File: src/hdl/btstx_pkg.sv
// Types and constants of the board timer and serial transmit block.
// Used by the top level and by its checker; depends on nothing.
package btstx_pkg;

  localparam int unsigned ActionW  = 2;
  localparam int unsigned AddrW    = 24;
  localparam int unsigned WdataW   = 16;
  localparam int unsigned CyclesW  = 8;
  localparam int unsigned ByteW    = 8;
  localparam int unsigned IrqW     = 3;
  localparam int unsigned CountW   = 24;
  localparam int unsigned PreW     = 10;

  // Item kinds; code 3 has no effect
  typedef enum logic [ActionW-1:0] {
    ACT_TICK  = 2'd0,
    ACT_WRITE = 2'd1,
    ACT_READ  = 2'd2
  } action_e;

  // Device register addresses
  localparam logic [AddrW-1:0] ADDR_SER_CTRL = 24'h0C0080;
  localparam logic [AddrW-1:0] ADDR_SER_DATA = 24'h0C0082;
  localparam logic [AddrW-1:0] ADDR_RLD_H    = 24'h0E0027;
  localparam logic [AddrW-1:0] ADDR_RLD_M    = 24'h0E0029;
  localparam logic [AddrW-1:0] ADDR_RLD_L    = 24'h0E002B;
  localparam logic [AddrW-1:0] ADDR_TCTRL    = 24'h0E0021;
  localparam logic [AddrW-1:0] ADDR_TSTAT    = 24'h0E0035;

  localparam logic [ByteW-1:0] SER_ENABLE_KEY  = 8'h95;
  localparam logic [ByteW-1:0] SER_STATUS_RD   = 8'h02;
  localparam logic [ByteW-1:0] TSTAT_CLEAR_KEY = 8'h01;
  localparam int unsigned      TCTRL_EN_BIT    = 5;
  localparam logic [IrqW-1:0]  IRQ_TIMER       = 3'd5;
  localparam logic [IrqW-1:0]  IRQ_NONE        = 3'd0;

endpackage

File: src/hdl/board_timer_and_serial_tx_io_top.sv
// Board I/O block: down-counting timer with prescaler and a transmit-only serial port.
// Depends on btstx_pkg.
//
//   channel | direction | handshake               | payload
//   --------+-----------+-------------------------+---------------------------------------
//   in      | sink      | in_valid_i / in_stall_o | action, bus_address, word_access, ...
//   out     | source    | out_valid_o/out_stall_i | read_data, handled_here, ..., timer_on
//
// One item per cycle while the output is not stalled: an input register, then the
// timer and register decode in one pass into the result register.
// Reset clears the timer, reload value, enables and interrupt level.
// A stalled result holds; the input register keeps taking a beat until it
// is full and the result register cannot drain.
module board_timer_and_serial_tx_io_top #(
  parameter int unsigned PRESCALE_DIV = 32
) (
  input  logic                                  clk_i,
  input  logic                                  rst_ni,
  input  logic                                  in_valid_i,
  output logic                                  in_stall_o,
  input  logic [btstx_pkg::ActionW-1:0]         action_i,
  input  logic [btstx_pkg::AddrW-1:0]           bus_address_i,
  input  logic                                  word_access_i,
  input  logic [btstx_pkg::WdataW-1:0]          write_value_i,
  input  logic [btstx_pkg::CyclesW-1:0]         elapsed_cycles_i,
  output logic                                  out_valid_o,
  input  logic                                  out_stall_i,
  output logic [btstx_pkg::ByteW-1:0]           read_data_o,
  output logic                                  handled_here_o,
  output logic                                  access_fault_o,
  output logic                                  tx_valid_o,
  output logic [btstx_pkg::ByteW-1:0]           tx_byte_o,
  output logic [btstx_pkg::IrqW-1:0]            irq_level_o,
  output logic                                  serial_on_o,
  output logic                                  timer_on_o
);
  import btstx_pkg::*;

  localparam logic signed [PreW-1:0] PreDiv = PreW'(PRESCALE_DIV);

  // Input register
  logic               in_vld_q;
  logic [ActionW-1:0] action_q;
  logic [AddrW-1:0]   addr_q;
  logic               word_q;
  logic [ByteW-1:0]   wbyte_q;
  logic [CyclesW-1:0] cycles_q;

  // Block state
  logic [CountW-1:0]      cnt_q, cnt_d;
  logic [CountW-1:0]      rld_q, rld_d;
  logic signed [PreW-1:0] pre_q, pre_d;
  logic                   ten_q, ten_d;
  logic                   sen_q, sen_d;
  logic [IrqW-1:0]        irq_q, irq_d;

  // Result register
  logic             out_vld_q;
  logic [ByteW-1:0] rdata_q, rdata_d;
  logic             hit_q, hit_d;
  logic             fault_q, fault_d;
  logic             txv_q, txv_d;
  logic [ByteW-1:0] txb_q, txb_d;

  logic out_free, fire, in_take;
  logic is_dev;
  logic signed [PreW-1:0] pre_sub;
  logic                   pre_neg;
  logic [CountW-1:0]      cnt_dec;

  // Handshake: the result register drains or is empty, then the stage advances
  assign out_free   = !out_vld_q || !out_stall_i;
  assign fire       = in_vld_q && out_free;
  assign in_stall_o = in_vld_q && !out_free;
  assign in_take    = in_valid_i && !in_stall_o;

  // Hold the accepted beat
  always_ff @(posedge clk_i or negedge rst_ni) begin
    if (!rst_ni) begin
      in_vld_q <= 1'b0;
    end else if (!in_stall_o) begin
      in_vld_q <= in_valid_i;
    end
  end

  always_ff @(posedge clk_i) begin
    if (in_take) begin
      action_q <= action_i;
      addr_q   <= bus_address_i;
      word_q   <= word_access_i;
      wbyte_q  <= write_value_i[ByteW-1:0];
      cycles_q <= elapsed_cycles_i;
    end
  end

  // Decode the device address
  assign is_dev = (addr_q == ADDR_SER_CTRL) || (addr_q == ADDR_SER_DATA) ||
                  (addr_q == ADDR_RLD_H)    || (addr_q == ADDR_RLD_M)    ||
                  (addr_q == ADDR_RLD_L)    || (addr_q == ADDR_TCTRL)    ||
                  (addr_q == ADDR_TSTAT);

  // Prescaler: drop by the elapsed cycles, then refill and tick the counter on underflow
  always_comb begin
    if (!pre_q[PreW-1] && ten_q) begin
      pre_sub = pre_q - $signed({{(PreW-CyclesW){1'b0}}, cycles_q});
    end else begin
      pre_sub = pre_q;
    end
    pre_neg = pre_sub[PreW-1];
    cnt_dec = pre_neg ? cnt_q - CountW'(1) : cnt_q;
  end

  // Apply one item to the state and form its result
  always_comb begin
    cnt_d   = cnt_q;
    rld_d   = rld_q;
    pre_d   = pre_q;
    ten_d   = ten_q;
    sen_d   = sen_q;
    irq_d   = irq_q;
    rdata_d = '0;
    hit_d   = 1'b0;
    fault_d = 1'b0;
    txv_d   = 1'b0;
    txb_d   = '0;
    case (action_q)
      ACT_TICK: begin
        pre_d = pre_neg ? pre_sub + PreDiv : pre_sub;
        if (cnt_dec == '0) begin
          cnt_d = rld_q;
          if (ten_q) begin
            irq_d = IRQ_TIMER;
          end
        end else begin
          cnt_d = cnt_dec;
        end
      end
      ACT_READ: begin
        if (is_dev) begin
          if (word_q) begin
            hit_d   = 1'b1;
            fault_d = 1'b1;
          end else if (addr_q == ADDR_SER_CTRL) begin
            hit_d   = 1'b1;
            rdata_d = SER_STATUS_RD;
          end else if (addr_q != ADDR_TSTAT) begin
            hit_d   = 1'b1;
            fault_d = 1'b1;
          end
        end
      end
      ACT_WRITE: begin
        if (is_dev) begin
          hit_d = 1'b1;
          if (word_q) begin
            fault_d = 1'b1;
          end else begin
            case (addr_q)
              ADDR_SER_CTRL: sen_d = (wbyte_q == SER_ENABLE_KEY);
              ADDR_SER_DATA: begin
                txv_d = 1'b1;
                txb_d = wbyte_q;
              end
              ADDR_RLD_H:    rld_d[23:16] = wbyte_q;
              ADDR_RLD_M:    rld_d[15:8]  = wbyte_q;
              ADDR_RLD_L:    rld_d[7:0]   = wbyte_q;
              ADDR_TCTRL:    ten_d = wbyte_q[TCTRL_EN_BIT];
              default: begin
                if (wbyte_q == TSTAT_CLEAR_KEY) begin
                  irq_d = IRQ_NONE;
                end
              end
            endcase
          end
        end
      end
      default: ;
    endcase
  end

  // Advance the state when the item moves into the result register
  always_ff @(posedge clk_i or negedge rst_ni) begin
    if (!rst_ni) begin
      cnt_q <= '0;
      rld_q <= '0;
      pre_q <= '0;
      ten_q <= 1'b0;
      sen_q <= 1'b0;
      irq_q <= IRQ_NONE;
    end else if (fire) begin
      cnt_q <= cnt_d;
      rld_q <= rld_d;
      pre_q <= pre_d;
      ten_q <= ten_d;
      sen_q <= sen_d;
      irq_q <= irq_d;
    end
  end

  // Result register
  always_ff @(posedge clk_i or negedge rst_ni) begin
    if (!rst_ni) begin
      out_vld_q <= 1'b0;
    end else if (out_free) begin
      out_vld_q <= in_vld_q;
    end
  end

  always_ff @(posedge clk_i) begin
    if (fire) begin
      rdata_q <= rdata_d;
      hit_q   <= hit_d;
      fault_q <= fault_d;
      txv_q   <= txv_d;
      txb_q   <= txb_d;
    end
  end

  assign out_valid_o    = out_vld_q;
  assign read_data_o    = rdata_q;
  assign handled_here_o = hit_q;
  assign access_fault_o = fault_q;
  assign tx_valid_o     = txv_q;
  assign tx_byte_o      = txb_q;
  // Status fields show the state left by the last item taken into the result register
  assign irq_level_o    = irq_q;
  assign serial_on_o    = sen_q;
  assign timer_on_o     = ten_q;

endmodule

File: config.mk
export PLATFORM = sky130hd
export DESIGN_NAME = board_timer_and_serial_tx_io_top
export DESIGN_NICKNAME = d
export VERILOG_FILES = /design/src/hdl/btstx_pkg.sv /design/src/hdl/board_timer_and_serial_tx_io_top.sv
export SDC_FILE = /design/constraint.sdc
export NUM_CORES = 1
export LEC_CHECK = 0
export BUFFER_PORTS_ARGS = -buffer_cell sky130_fd_sc_hd__buf_4
export CAP_MARGIN = 25
export CELL_PAD_IN_SITES_DETAIL_PLACEMENT = 2
export CELL_PAD_IN_SITES_GLOBAL_PLACEMENT = 2
export CORE_MARGIN = 5
export CORE_UTILIZATION = 41
export DETAILED_ROUTE_END_ITERATION = 7
export GPL_TIMING_DRIVEN = 0
export PLACE_DENSITY = 0.9
export SLEW_MARGIN = 0
export SYNTH_ARGS = -nofsm -noshare
export SYNTH_HDL_FRONTEND = slang
export SYNTH_SLANG_ARGS = --single-unit
File: constraint.sdc
create_clock -name clk_i -period 7.05 [get_ports clk_i]
set_clock_uncertainty 0.05 [all_clocks]
set_input_delay 0.705 -clock clk_i [delete_from_list [all_inputs] [get_ports clk_i]]
set_output_delay 0.705 -clock clk_i [all_outputs]
set_load 0.01 [all_outputs]
* Yosys cells after proc, flatten, opt, wreduce, memory -nomap -nowiden
Cells that the tools add are included.
** Cells by class
- Shifts and indexed selects :: 0
- Mux-type cells :: 25
- Eq/ne operators :: 18
- Bitwise logic cells :: 5
- Add/sub/neg operators :: 3
- Reduce and logical (&&, ||, !) cells :: 30
- Multipliers :: 0
- Order comparisons :: 0
- Div/mod/pow operators :: 0
** Operators by type and width (number)
- equality test 24 x 20 -> 1 bit, second input constant :: 7
- 2-to-1 mux 24 bit :: 2
- AND reduction 5 bit :: 5
- zero test 24 bit :: 1
- != test 24 x 20 -> 1 bit, second input constant :: 1
- subtractor 24 x 1 -> 24 bit, second input constant :: 1
- 2-to-1 mux 10 bit :: 2
- 2-to-1 mux 3 bit :: 6
- != test 2 bit, second input constant :: 6
- 2-to-1 mux 1 bit :: 11
- adder 10 x 7 -> 10 bit, second input constant :: 1
- subtractor 10 x 9 -> 10 bit :: 1
- equality test 8 x 1 -> 1 bit, second input constant :: 1
- equality test 8 bit, second input constant :: 1
- AND reduction 8 bit :: 1
- logical OR 1 bit :: 7
- one-hot mux 3 bit (2 select lines) :: 1
- OR reduction 3 bit :: 2
- OR reduction 6 bit :: 1
- zero test 1 bit :: 5
- inverter 1 bit :: 5
- logical AND 1 bit :: 4
- one-hot mux 1 bit (2 select lines) :: 2
- OR reduction 4 bit :: 1
- other kinds (6) :: 6
** Word-level totals
- Bits in latches :: 0
- Memories kept :: 0
- Output and inout bits :: 26
- RAM bits :: 0
- Word-level logic and storage cells :: 101
- Bits in registers :: 127
- Input port bits :: 55
- Bits in read-only memories :: 0

* Longest topological paths before layout
Gate-level depths: netlist (run 1).
- Depth after elaboration :: 9
- Gate-level depth with buffers :: 13
- Gate-level depth less buffers :: 12

* Least setup slack after synthesis (run 1)
No wires, ideal clock.
- Kind :: flip-flop to flip-flop
- Start :: reg cycles_q[1]
- End :: reg cnt_q[4]
- Buffers on the path :: 1
- Cell stages (with the launch flop) :: 12
- Clock period less this slack :: 2.769 ns
- Path slack :: 4.281 ns
- Required time :: 6.872 ns
- Library setup time :: 0.128 ns
- Data arrival time :: 2.591 ns
- Cells stage by stage :: edfxtp_1 > inv_1 > ha_1 > nor2b_1 > o2111ai_1 > a21boi_1 > clkbuf_8 > nor3_1 > xnor2_1 > nand4_2 > or4_1 > o311a_2
** On the way
- Word-level cells in the longest chain between the ends :: 5
** Ends and longest elaborated chain
- from (decl) :: RTL line board_timer_and_serial_tx_io_top.sv:47 : logic [CyclesW-1:0] cycles_q;
- from (signal assigned) :: RTL line board_timer_and_serial_tx_io_top.sv:92 : cycles_q <= elapsed_cycles_i;
- subtractor 10 x 9 -> 10 bit * :: RTL line board_timer_and_serial_tx_io_top.sv:105 : pre_sub = pre_q - $signed({{(PreW-CyclesW){1'b0}}, cycles_q});
- 2-to-1 mux 10 bit * :: RTL line board_timer_and_serial_tx_io_top.sv:104 : if (!pre_q[PreW-1] && ten_q) begin
- 2-to-1 mux 24 bit * :: RTL line board_timer_and_serial_tx_io_top.sv:110 : cnt_dec = pre_neg ? cnt_q - CountW'(1) : cnt_q;
- zero test 24 bit :: RTL line board_timer_and_serial_tx_io_top.sv:129 : if (cnt_dec == '0) begin
- 2-to-1 mux 24 bit * :: RTL line board_timer_and_serial_tx_io_top.sv:129
- to (signal assigned) :: RTL line board_timer_and_serial_tx_io_top.sv:191 : cnt_q <= cnt_d;
- to (decl) :: RTL line board_timer_and_serial_tx_io_top.sv:50 : logic [CountW-1:0] cnt_q, cnt_d;
Mark *: on every way between the ends. The rest lies on a longest branch, timed or not.
A chain may end at the register's enable or synchronous reset.

* Worst setup path in the final report (run 1)
- Start :: reg cycles_q[1]
- End :: reg cnt_q[15]
The elaborated chain is that of the path after synthesis.

==> run summary, run 1 <==
delay of the slowest critical-path stage -> 780 ps
vias in the first global route -> 5980
wire length per cell -> 31.4 um
worst vdd rail ir drop -> 0.156 mV
Cells after DPL -> 791
leak pwr -> 3.26 nW
most used flip-flop cell after synthesis -> sky130_fd_sc_hd__dfrtp_1
Synth Area in Simple Gates -> 19.6%
CP Class -> register to register
pin count of the biggest net entering global routing -> 64
area share of the largest cell type after synthesis -> 27.2%
final-layout setup total negative slack -> 0 ps
row count -> 44
Yosys warnings -> 0
ordered cell list for the critical path -> inv_1 -> ha_1 -> nor2b_1 -> o2111ai_1 -> a21bo_2 -> nand2_1 -> o32ai_1 -> nand4_2 -> nor4_1 -> a211oi_1
post-CTS sizing -> 0
post-synthesis share of cell area spent on xor and xnor gates -> 1.88%
non-filler instance count after layout -> 825
reported max-cap violation count -> 0
Seq. cell area -> 3230 um^2
biggest area contributors in the synthesized netlist -> sky130_fd_sc_hd__edfxtp_1 27%, sky130_fd_sc_hd__dfrtp_1 26%, sky130_fd_sc_hd__mux2_2 5.0%
pwr/cell area -> 249 nW/um^2
final hold violation count -> 0
Setup WS post-layout -> 3180 ps
master cell of the clock root buffer -> sky130_fd_sc_hd__clkbuf_16
number of max-slew violations in the final report -> 0
number of clock buffers inserted by TritonCTS -> 17
mean instance size in the synthesized netlist -> 11.3 um^2
slowest stage cell on the critical path -> sky130_fd_sc_hd__nor4_1
final cell utilization of the core -> 51.5%
timing-limited maximum frequency -> 258 MHz
crit start category -> register
worst slack after detailed placement -> 3320 ps
placed instance area -> 6810 um^2
Synth Area in Compound Gates -> 11.6%
synthesized netlist cell count -> 535
Synth Register Bits -> 118
worst endpoint data arrival time -> 4090 ps
Ant. Diodes -> 0
headroom to the max-slew limit -> 33.9%
path class of the lowest-slack min-delay path -> primary input to asynchronous set/reset pin
DIE AREA -> 17300 um^2
most repeated cell in the gate-level netlist after synthesis -> sky130_fd_sc_hd__dfrtp_1
clock tree from TritonCTS -> done
clock period minus worst slack -> 3870 ps
clock slew seen by the registers of the worst setup and hold paths -> 60 ps
vias -> 5325
Die X-Extent -> 132 um
sinks on the clock net -> 118
Min Hold Slack -> 340 ps
first-pass GRT wire length -> 39.3 mm
Detailed Route WL -> 25.9 mm
layout cell share with drive strength beyond 1 -> 27.5%
die height -> 132 um
Detail Placement HPWL -> 14.9 mm
Netlist Area Pre-Place -> 6070 um^2
most numerous cell types in the synthesized netlist -> 63 x sky130_fd_sc_hd__dfrtp_1, 55 x sky130_fd_sc_hd__edfxtp_1, 40 x sky130_fd_sc_hd__nand2_1
antenna violations before repair -> 2
peak fanout along the critical path -> 8
share of synthesized area spent on multiplexers -> 5.67%
data required time at the worst endpoint -> 7270 ps
footprint of the multi-input gates -> 2560 um^2
count of buffers inserted at the top-level ports -> 64
per-cell via count in the routed design -> 6.45
Final GP Congestion -> 0.838
Reg2Reg Depth -> 10
final instance area -> 7490 um^2
CTS H-tree lvls -> 4
count of unique library cells instantiated by Yosys -> 79
Final Net Count -> 697
final-layout fill cell count -> 1437
outcome -> completed
setup repair after global routing missed its margin -> false
post-CTS setup buffer count -> 0
transition time of the tightest slew-check pin -> 984 ps
area share of fa/ha/maj cells after synthesis -> 3.01%
clock tree buffer depth -> 2
EDFF count, synth -> 55
aggregate global routing overflow -> 0
area leader, netlist -> sky130_fd_sc_hd__edfxtp_1
Initial DRC Count -> 537
final clock period utilization by the worst path -> 54.9%
main combinational cell family by area after synthesis -> simple AND/OR/NAND/NOR gates
power after layout -> 1.86 mW
Area Overhead vs Synth -> 23.4%
insertion delay of the later-clocked pin in the worst-skew pair -> 440 ps
initial standard-cell utilization of the core -> 41.8%
placeable core area -> 14500 um^2
Global Route Usage Sum -> 30.0%
asr flop ratio synth -> 53.4%
antenna viol nets, final -> 0
sequential element share of the synthesized area -> 53.2%
register-to-register setup slack -> 3180 ps
number of top-level design ports -> 81
post-cts hold buffer count -> 0
count of TritonRoute iterations in the first routing pass -> 5
Critical Path Sink Type -> register
count of final setup violators -> 0
# DRC -> 0
==> state kept, by name, summed over array words and instances (netlist names) <==
name / flops
pre_q: 10
read_data_o: 1
tx_byte_o: 8
serial_on_o: 1
addr_q: 24
cnt_q: 24
tx_valid_o: 1
rld_q: 24
wbyte_q: 8
handled_here_o: 1
action_q: 2
cycles_q: 8
out_valid_o: 1
irq_level_o: 1
access_fault_o: 1
timer_on_o: 1
in_vld_q: 1
word_q: 1
==> path summary, 6_finish.rpt <==
kind / start / to
setup / recovery: cycles_q[1] / cnt_q[15]
hold / removal: rst_ni / cnt_q[16]
setup reg to reg: cycles_q[1] / cnt_q[15]
hold reg to reg: rld_q[16] / rld_q[16]
max in group asynchronous: rst_ni / pre_q[4]
min in group clk_i: bus_address_i[3] / addr_q[3]
==> cell usage in the layout, fill, tap and decap left out, drive strengths merged, types with 8 or more instances in the layout <==
cell type | netlist | layout
buf | 16 | 82
dfrtp | 63 | 63
edfxtp | 55 | 55
nand2 | 40 | 40
nor2 | 32 | 32
o21ai | 31 | 31
inv | 27 | 30
clkbuf | 11 | 29
mux2 | 27 | 27
nor3 | 20 | 20
a21oi | 19 | 19
nor4 | 18 | 18
nand3 | 15 | 15
ha | 13 | 13
nand4 | 13 | 13
a211oi | 12 | 12
and2 | 12 | 12
nand2b | 9 | 9
and3 | 9 | 9
xnor2 | 8 | 8
conb | 1 | 8
==> metal layers <==
layer	vias to the layer above	wire (um)	global-route usage [%]
met3	103	1810	8.37
li1	2167	-	-
met1	2773	10100	35.3
met5	-	27	0
met4	4	1400	17.0
met2	278	12500	49.5
==> worst max-delay path, delay by kind of cell, from the launching register on <==
kind | cells | cell delay (ps)
simple gates | 4 | 1580
compound gates | 4 | 1270
flops | 1 | 440
fa+ha+maj | 1 | 230
buf+inv | 1 | 130
==> report_power, final <==
part | total (mW) | leakage (nW) | switching [mW] | internal, mW
clock network | 0.994 | 0.306 | 0.366 | 0.629
logic | 0.0995 | 1.56 | 0.0601 | 0.0394
registers | 0.767 | 1.40 | 0.0196 | 0.747
==> area by class of cell <==
class | count | area share [%]
clock inverter | 15 | 2.99
inverter | 27 | 1.35
timing repair buffer | 67 | 6.82
buffer | 28 | 2.74
sequential | 118 | 43.1
multi-input combinational | 369 | 34.2
tap | 184 | 3.08
clock buffer | 17 | 5.68
==> cells by family (layout without fill, tap and decap cells) <==
logic type | count (synthesis) | count (layout)
AND/OR/NAND/NOR | 202 | 202
flip-flops | 118 | 118
AO/OA/AOI/OAI | 101 | 101
buffers and inverters | 55 | 154
multiplexers | 31 | 31
adder cells (fa/ha/maj) | 14 | 14
XOR/XNOR | 13 | 13
other | 1 | 8
Note: power is estimated with default switching activity, not from simulation.
==> run 2, diff against run 1 <==
--- a/config.mk
+++ b/config.mk
@@ -5,15 +5,16 @@
 export SDC_FILE = /design/constraint.sdc
 export NUM_CORES = 1
 export LEC_CHECK = 0
+export ABC_AREA = 1
 export BUFFER_PORTS_ARGS = -buffer_cell sky130_fd_sc_hd__buf_4
 export CAP_MARGIN = 25
 export CELL_PAD_IN_SITES_DETAIL_PLACEMENT = 2
 export CELL_PAD_IN_SITES_GLOBAL_PLACEMENT = 2
 export CORE_MARGIN = 5
-export CORE_UTILIZATION = 41
+export CORE_UTILIZATION = 34
 export DETAILED_ROUTE_END_ITERATION = 7
 export GPL_TIMING_DRIVEN = 0
-export PLACE_DENSITY = 0.9
+export PLACE_DENSITY = 0.84
 export SLEW_MARGIN = 0
 export SYNTH_ARGS = -nofsm -noshare
 export SYNTH_HDL_FRONTEND = slang
==> constraint.sdc (replaced) <==
create_clock -name clk_i -period 3.9 [get_ports clk_i]
set_clock_uncertainty 0.05 [all_clocks]
set_input_delay 0.39 -clock clk_i [delete_from_list [all_inputs] [get_ports clk_i]]
set_output_delay 0.39 -clock clk_i [all_outputs]
set_load 0.01 [all_outputs]
==> run 2 against run 1 <==
Maximum frequency up 14%. Sequential share of layout area decreased by 1.8 points. Die area up 24%. Sequential power grew 130%. Largest power group is now combinational cells. Largest cell class unchanged. Register-to-register slack worse by 2700 ps. Cell area rose by 4.4%. Cell count grew 36%. Critical path type unchanged. Highest routed layer is now met4. Power grew to 3.4 times the previous value. Combinational power increased to 27 times the previous value. Clock power grew 85%. Core utilization shrank 9.3 points.
==> run summary, run 2 <==
Yosys warnings -> 0 (unchanged)
mean instance size in the synthesized netlist -> 8.05 um^2 (-29%)
number of top-level design ports -> 81 (unchanged)
setup repair after global routing missed its margin -> false
leak pwr -> 3.78 nW (+16%)
count of unique library cells instantiated by Yosys -> 39 (-51%)
crit start category -> register
clock tree buffer depth -> 2 (unchanged)
Largest delay share family, worst path -> simple AND/OR/NAND/NOR gates
final hold violation count -> 0 (unchanged)
clock period minus worst slack -> 3400 ps (-470 ps)
slowest stage cell on the critical path -> sky130_fd_sc_hd__dfrtp_1
register-to-register setup slack -> 500 ps (-2680 ps)
clock tree from TritonCTS -> done
number of cells on the critical path -> 19 (+9)
insertion delay of the later-clocked pin in the worst-skew pair -> 430 ps (about the same)
transition time of the tightest slew-check pin -> 973 ps (-11.1 ps)
post-CTS sizing -> 0 (unchanged)
headroom to the max-slew limit -> 35.0% (+1.1 points)
count of buffers inserted at the top-level ports -> 64 (unchanged)
most repeated cell in the gate-level netlist after synthesis -> sky130_fd_sc_hd__nand2_1
delay of the slowest critical-path stage -> 400 ps (-380 ps)
die height -> 147 um (+11%)
layout cell share with drive strength beyond 1 -> 14.0% (-13 points)
worst vdd rail ir drop -> 0.376 mV (+140%)
Netlist Area Pre-Place -> 6340 um^2 (+4.5%)
row count -> 50 (+14%)
biggest area contributors in the synthesized netlist -> sky130_fd_sc_hd__edfxtp_1 26%, sky130_fd_sc_hd__dfrtp_1 25%, sky130_fd_sc_hd__nand2_1 14%
Synth Area in Simple Gates -> 27.2% (+7.6 points)
Die X-Extent -> 147 um (+11%)
Reg2Reg Depth -> 19 (+9)
placeable core area -> 18500 um^2 (+27%)
reported max-cap violation count -> 0 (unchanged)
Ant. Diodes -> 0 (unchanged)
Buf/Inv on CP -> 3 (+2)
launch point of the worst reg-to-reg path -> pre_q[4]
beginning of the critical path -> pre_q[4]
data required time at the worst endpoint -> 4140 ps (-3130 ps)
timing-limited maximum frequency -> 294 MHz (+14%)
final cell utilization of the core -> 42.2% (-9.3 points)
ordered cell list for the critical path -> ha_1 -> nand2_1 -> nor2_1 -> nand2_1 -> nand3_2 -> nand2_2 -> nand2_4 -> nand2_4 -> buf_6 -> nand2_1 -> o21ai_1 -> nor2_1 -> nand2_1 -> nor2_1 -> nand3_1 -> buf_6 -> buf_2 -> nor2_1 -> o21ai_1
vias -> 5828 (+9.4%)
most numerous cell types in the synthesized netlist -> 233 x sky130_fd_sc_hd__nand2_1, 118 x sky130_fd_sc_hd__nor2_1, 93 x sky130_fd_sc_hd__inv_1
area leader, netlist -> sky130_fd_sc_hd__edfxtp_1
area share of the largest cell type after synthesis -> 26.1% (-1.2 points)
path class of the lowest-slack min-delay path -> primary input to asynchronous set/reset pin
post-cts hold buffer count -> 0 (unchanged)
synthesized netlist cell count -> 787 (+47%)
asr flop ratio synth -> 53.4% (unchanged)
master cell of the clock root buffer -> sky130_fd_sc_hd__clkbuf_16
terminus of the critical flop-to-flop path -> cnt_q[14]
leading cell type in the layout, fill and taps excluded -> sky130_fd_sc_hd__nand2_1
Global Route Usage Sum -> 24.4% (-5.6 points)
pin count of the biggest net entering global routing -> 64 (unchanged)
antenna viol nets, final -> 0 (unchanged)
most used cells in the layout excluding fill and tap cells -> 233 x sky130_fd_sc_hd__nand2_1, 118 x sky130_fd_sc_hd__nor2_1, 92 x sky130_fd_sc_hd__inv_1
number of max-slew violations in the final report -> 0 (unchanged)
per-cell via count in the routed design -> 5.18 (-20%)
clock slew seen by the registers of the worst setup and hold paths -> 60 ps (about the same)
CP Class -> register to register
aggregate global routing overflow -> 0 (unchanged)
sequential element share of the synthesized area -> 50.9% (-2.3 points)
sinks on the clock net -> 118 (unchanged)
vias in the first global route -> 6827 (+14%)
Synth Area in Compound Gates -> 7.34% (-4.2 points)
wire length per cell -> 22.9 um (-27%)
main combinational cell family by area after synthesis -> simple AND/OR/NAND/NOR gates
Initial DRC Count -> 235 (-56%)
share of synthesized area spent on multiplexers -> 0.178% (-5.5 points)
area share of fa/ha/maj cells after synthesis -> 2.88% (-0.13 points)
Final Net Count -> 947 (+36%)
Synth Register Bits -> 118 (unchanged)
post-CTS setup buffer count -> 0 (unchanged)
Detailed Route WL -> 25.8 mm (-0.57%)
first-pass GRT wire length -> 40.4 mm (+2.9%)
# DRC -> 0 (unchanged)
EDFF count, synth -> 55 (unchanged)
antenna violations before repair -> 0 (-2)
count of final setup violators -> 0 (unchanged)
Detail Placement HPWL -> 16.0 mm (+7.5%)
largest registers ranked by flip-flop count -> addr_q: 24 flops, cnt_q: 24 flops, rld_q: 24 flops
count of TritonRoute iterations in the first routing pass -> 4 (-1)
CTS H-tree lvls -> 4 (unchanged)
final-layout setup total negative slack -> 0 ps (unchanged)
number of clock buffers inserted by TritonCTS -> 17 (unchanged)
Final GP Congestion -> 0.825 (-1.6%)
DIE AREA -> 21500 um^2 (+24%)
pwr/cell area -> 803 nW/um^2 (+220%)
peak fanout along the critical path -> 10 (+2)
initial standard-cell utilization of the core -> 34.2% (-7.5 points)
most used flip-flop cell after synthesis -> sky130_fd_sc_hd__dfrtp_1
Critical Path Sink Type -> register
Area Overhead vs Synth -> 23.3% (about the same)
final clock period utilization by the worst path -> 87.2% (+32 points)
outcome -> completed
worst endpoint data arrival time -> 3640 ps (-450 ps)
post-synthesis share of cell area spent on xor and xnor gates -> 2.90% (+1.0 points)
## run 2: power by group
| part | internal, mW | switching (mW) | leakage, nW |
|---|---|---|---|
| clock | 1.20 | 0.641 | 0.313 |
| sequential | 1.51 | 0.270 | 1.36 |
| combinational | 0.870 | 1.78 | 2.11 |
## run 2: worst reg2reg max path, delay by kind of cell, from the launching register on
family | cells | cell delay, ps
AOI/OAI and AO/OA | 2 | 250
adders and majority gates | 1 | 410
buffers and inverters | 3 | 540
DFF | 1 | 400
and+or+nand+nor | 13 | 1640
## run 2: through the flow
stage               hold slack, ps  worst slack (ps)  std cells  instance area (um^2)  total power, mW
finish                        13.7               501       1125                  7810             6.27
global route                  66.5               226       1125                  7810             6.69
CTS                           53.0               475       1125                  7810             6.30
detailed placement             423               696       1093                  7150             4.29
global placement               408               218       1092                  7140             4.15
floorplan                     44.4              1250        794                  6360             3.47
## run 2: layer usage
metal	part of all wire (%)	track usage, %	up-vias	routed length (um)
li1	-	-	2688	-
met1	41	29.0	2947	10700
met2	52	43.9	143	13400
met3	3.9	4.66	50	994
met4	2.7	8.80	0	688
met5	0	0	-	0
## run 2: logic make-up after synthesis
logic type / count (synthesis)
other: 1
adders and majority gates: 14
buffers and inverters: 123
DFF: 118
xor gates and xnor gates: 21
and+or+nand+nor: 423
muxes: 1
AOI/OAI and AO/OA: 86
## run 2: cell type report
cell class                 instances  area (um^2)
sequential                       118         3230
tap                              234          293
buffer                            29          188
clock buffer                      19          433
multi-input combinational        553         2600
timing repair buffer              65          492
clock inverter                    13          230
inverter                          94          353
fill                            2032        10700
## run 2: how the worst max path moves through the flow
stage	end	slack [ps]
after floorplan	pre_q[3]	1250
after global placement	pre_q[3]	220
after detailed placement	pre_q[3]	700
after CTS	cnt_q[14]	480
after global routing	cnt_q[14]	230
final	cnt_q[14]	500
==> run 3, diff against run 2 <==
--- a/config.mk
+++ b/config.mk
@@ -11,10 +11,11 @@
 export CELL_PAD_IN_SITES_DETAIL_PLACEMENT = 2
 export CELL_PAD_IN_SITES_GLOBAL_PLACEMENT = 2
 export CORE_MARGIN = 5
-export CORE_UTILIZATION = 34
+export CORE_UTILIZATION = 37
+export CTS_CLUSTER_DIAMETER = 100
 export DETAILED_ROUTE_END_ITERATION = 7
 export GPL_TIMING_DRIVEN = 0
-export PLACE_DENSITY = 0.84
+export PLACE_DENSITY = 0.9
 export SLEW_MARGIN = 0
 export SYNTH_ARGS = -nofsm -noshare
 export SYNTH_HDL_FRONTEND = slang
==> constraint.sdc (replaced) <==
create_clock -name clk_i -period 4.05 [get_ports clk_i]
set_clock_uncertainty 0.05 [all_clocks]
set_input_delay 0.405 -clock clk_i [delete_from_list [all_inputs] [get_ports clk_i]]
set_output_delay 0.405 -clock clk_i [all_outputs]
set_load 0.01 [all_outputs]
==> run 3 against run 2 <==
Die area is 7.6% lower. Register-to-register slack better by 50 ps. Largest power group unchanged. Global-route usage is 4.4 points higher. Sequential cell count stayed put. Non-clock buffer count stayed put. First-iteration DRC count is 84% higher. Cell area is 1.1% lower. Cell count is 1.2% lower. Critical path type unchanged. Core utilization is 4.1 points higher. Sequential share of layout area is 0.44 points higher. Combinational power hardly changed.
==> run summary, run 3 (same netlist as run 2, synthesis figures left out) <==
outcome -> completed
leak pwr -> 3.76 nW (-0.68%)
first-pass GRT wire length -> 43.3 mm (+7.1%)
timing-limited maximum frequency -> 285 MHz (-3.0%)
pwr/cell area -> 770 nW/um^2 (-4.1%)
reported max-cap violation count -> 0 (unchanged)
Initial DRC Count -> 433 (+84%)
non-filler instance count after layout -> 1111 (-1.2%)
Final Net Count -> 947 (unchanged)
most used cells in the layout excluding fill and tap cells -> 233 x sky130_fd_sc_hd__nand2_1, 118 x sky130_fd_sc_hd__nor2_1, 92 x sky130_fd_sc_hd__inv_1
number of max-slew violations in the final report -> 0 (unchanged)
antenna violations before repair -> 0 (unchanged)
setup repair after global routing missed its margin -> false
antenna viol nets, final -> 0 (unchanged)
Cells after DPL -> 1079 (-1.3%)
leading cell type in the layout, fill and taps excluded -> sky130_fd_sc_hd__nand2_1
launch point of the worst reg-to-reg path -> out_valid_o
aggregate global routing overflow -> 0 (unchanged)
DIE AREA -> 19800 um^2 (-7.6%)
number of clock buffers inserted by TritonCTS -> 17 (unchanged)
CP Class -> register to register
Seq. cell area -> 3230 um^2 (unchanged)
Detail Placement HPWL -> 17.6 mm (+10%)
insertion delay of the later-clocked pin in the worst-skew pair -> 430 ps (about the same)
clock slew seen by the registers of the worst setup and hold paths -> 60 ps (about the same)
transition time of the tightest slew-check pin -> 978 ps (+4.97 ps)
pin count of the biggest net entering global routing -> 64 (unchanged)
post-CTS sizing -> 0 (unchanged)
final clock period utilization by the worst path -> 86.5% (-0.67 points)
Area Overhead vs Synth -> 22.0%
headroom to the max-slew limit -> 34.7% (-0.33 points)
clock tree from TritonCTS -> done
worst endpoint data arrival time -> 3770 ps (+130 ps)
Detailed Route WL -> 27.9 mm (+8.4%)
Die X-Extent -> 141 um (-3.9%)
crit start category -> register
worst vdd rail ir drop -> 0.362 mV (-3.8%)
Critical Path Sink Type -> register
count of buffers inserted at the top-level ports -> 64 (unchanged)
final hold violation count -> 0 (unchanged)
Global Route Usage Sum -> 28.8% (+4.4 points)
register-to-register setup slack -> 550 ps (+50 ps)
row count -> 47 (-6.0%)
placeable core area -> 16700 um^2 (-9.8%)
count of final setup violators -> 0 (unchanged)
path class of the lowest-slack min-delay path -> primary input to asynchronous set/reset pin
CTS H-tree lvls -> 4 (unchanged)
Ant. Diodes -> 0 (unchanged)
# DRC -> 0 (unchanged)
Reg2Reg Depth -> 8 (-11)
master cell of the clock root buffer -> sky130_fd_sc_hd__clkbuf_16
post-cts hold buffer count -> 0 (unchanged)
clock tree buffer depth -> 2 (unchanged)
sinks on the clock net -> 118 (unchanged)
data required time at the worst endpoint -> 4320 ps (+180 ps)
clock period minus worst slack -> 3500 ps (+103 ps)
wire length per cell -> 25.1 um (+9.8%)
beginning of the critical path -> out_valid_o
vias in the first global route -> 6909 (+1.2%)
per-cell via count in the routed design -> 5.42 (+4.6%)
number of top-level design ports -> 81 (unchanged)
initial standard-cell utilization of the core -> 38.0% (+3.7 points)
Final GP Congestion -> 0.860 (+4.3%)
final-layout fill cell count -> 1876 (-7.7%)
peak fanout along the critical path -> 10 (unchanged)
count of TritonRoute iterations in the first routing pass -> 5 (+1)
largest registers ranked by flip-flop count -> addr_q: 24 flops, cnt_q: 24 flops, rld_q: 24 flops
layout cell share with drive strength beyond 1 -> 14.3% (+0.22 points)
footprint of the multi-input gates -> 2600 um^2 (unchanged)
terminus of the critical flop-to-flop path -> pre_q[3]
vias -> 6018 (+3.3%)
final-layout setup total negative slack -> 0 ps (unchanged)
die height -> 141 um (-3.9%)
power after layout -> 5.95 mW (-5.1%)
post-CTS setup buffer count -> 0 (unchanged)
## run 3: area by class of cell
cell class / instances / area share (%)
timing repair buffer: 65 / 6.36
clock buffer: 18 / 5.68
clock inverter: 14 / 2.06
buffer: 29 / 2.43
tap: 220 / 3.56
inverter: 94 / 4.56
sequential: 118 / 41.8
multi-input combinational: 553 / 33.6
## run 3: how the worst max path moves through the flow
stage	slack [ps]	to	cells after the start
2_1_floorplan	1400	pre_q[3]	8
3_3_place_gp	390	pre_q[3]	9
3_5_place_dp	550	pre_q[3]	9
4_1_cts	560	pre_q[3]	8
5_1_grt	340	pre_q[3]	8
6_report	550	pre_q[3]	8
## run 3: worst max-delay path: stages (launching register included)
cell and delay, ps:
sky130_fd_sc_hd__dfrtp_1 380, sky130_fd_sc_hd__nand2_1 130, sky130_fd_sc_hd__inv_1 70, sky130_fd_sc_hd__nor2_1 560, sky130_fd_sc_hd__inv_1 200, sky130_fd_sc_hd__nor2_1 670
sky130_fd_sc_hd__inv_1 340, sky130_fd_sc_hd__nor2_1 580, sky130_fd_sc_hd__mux2_2 400
## run 3: power breakdown
part | total, mW | internal, mW | switching, mW
registers | 1.73 | 1.45 | 0.275
logic | 2.65 | 0.845 | 1.80
clock network | 1.57 | 0.976 | 0.598
## run 3: per-layer routing
layer / part of all wire, % / global-route usage [%]
met4: 2.9 / 9.79
met3: 4.5 / 5.01
met2: 51 / 51.3
met1: 41 / 35.2
met5: 0 / 0
## run 3: metrics by stage
step | utilization, % | worst slack, ps | hold slack [ps] | cell area (um^2)
2_1_floorplan | - | 1400 | 59.4 | 6360
3_3_place_gp | 42.6 | 387 | 400 | 7120
3_5_place_dp | 42.7 | 549 | 427 | 7130
4_1_cts | 46.3 | 563 | 59.1 | 7730
5_1_grt | 46.3 | 340 | 94.6 | 7730
6_report | 46.3 | 547 | 26.8 | 7730
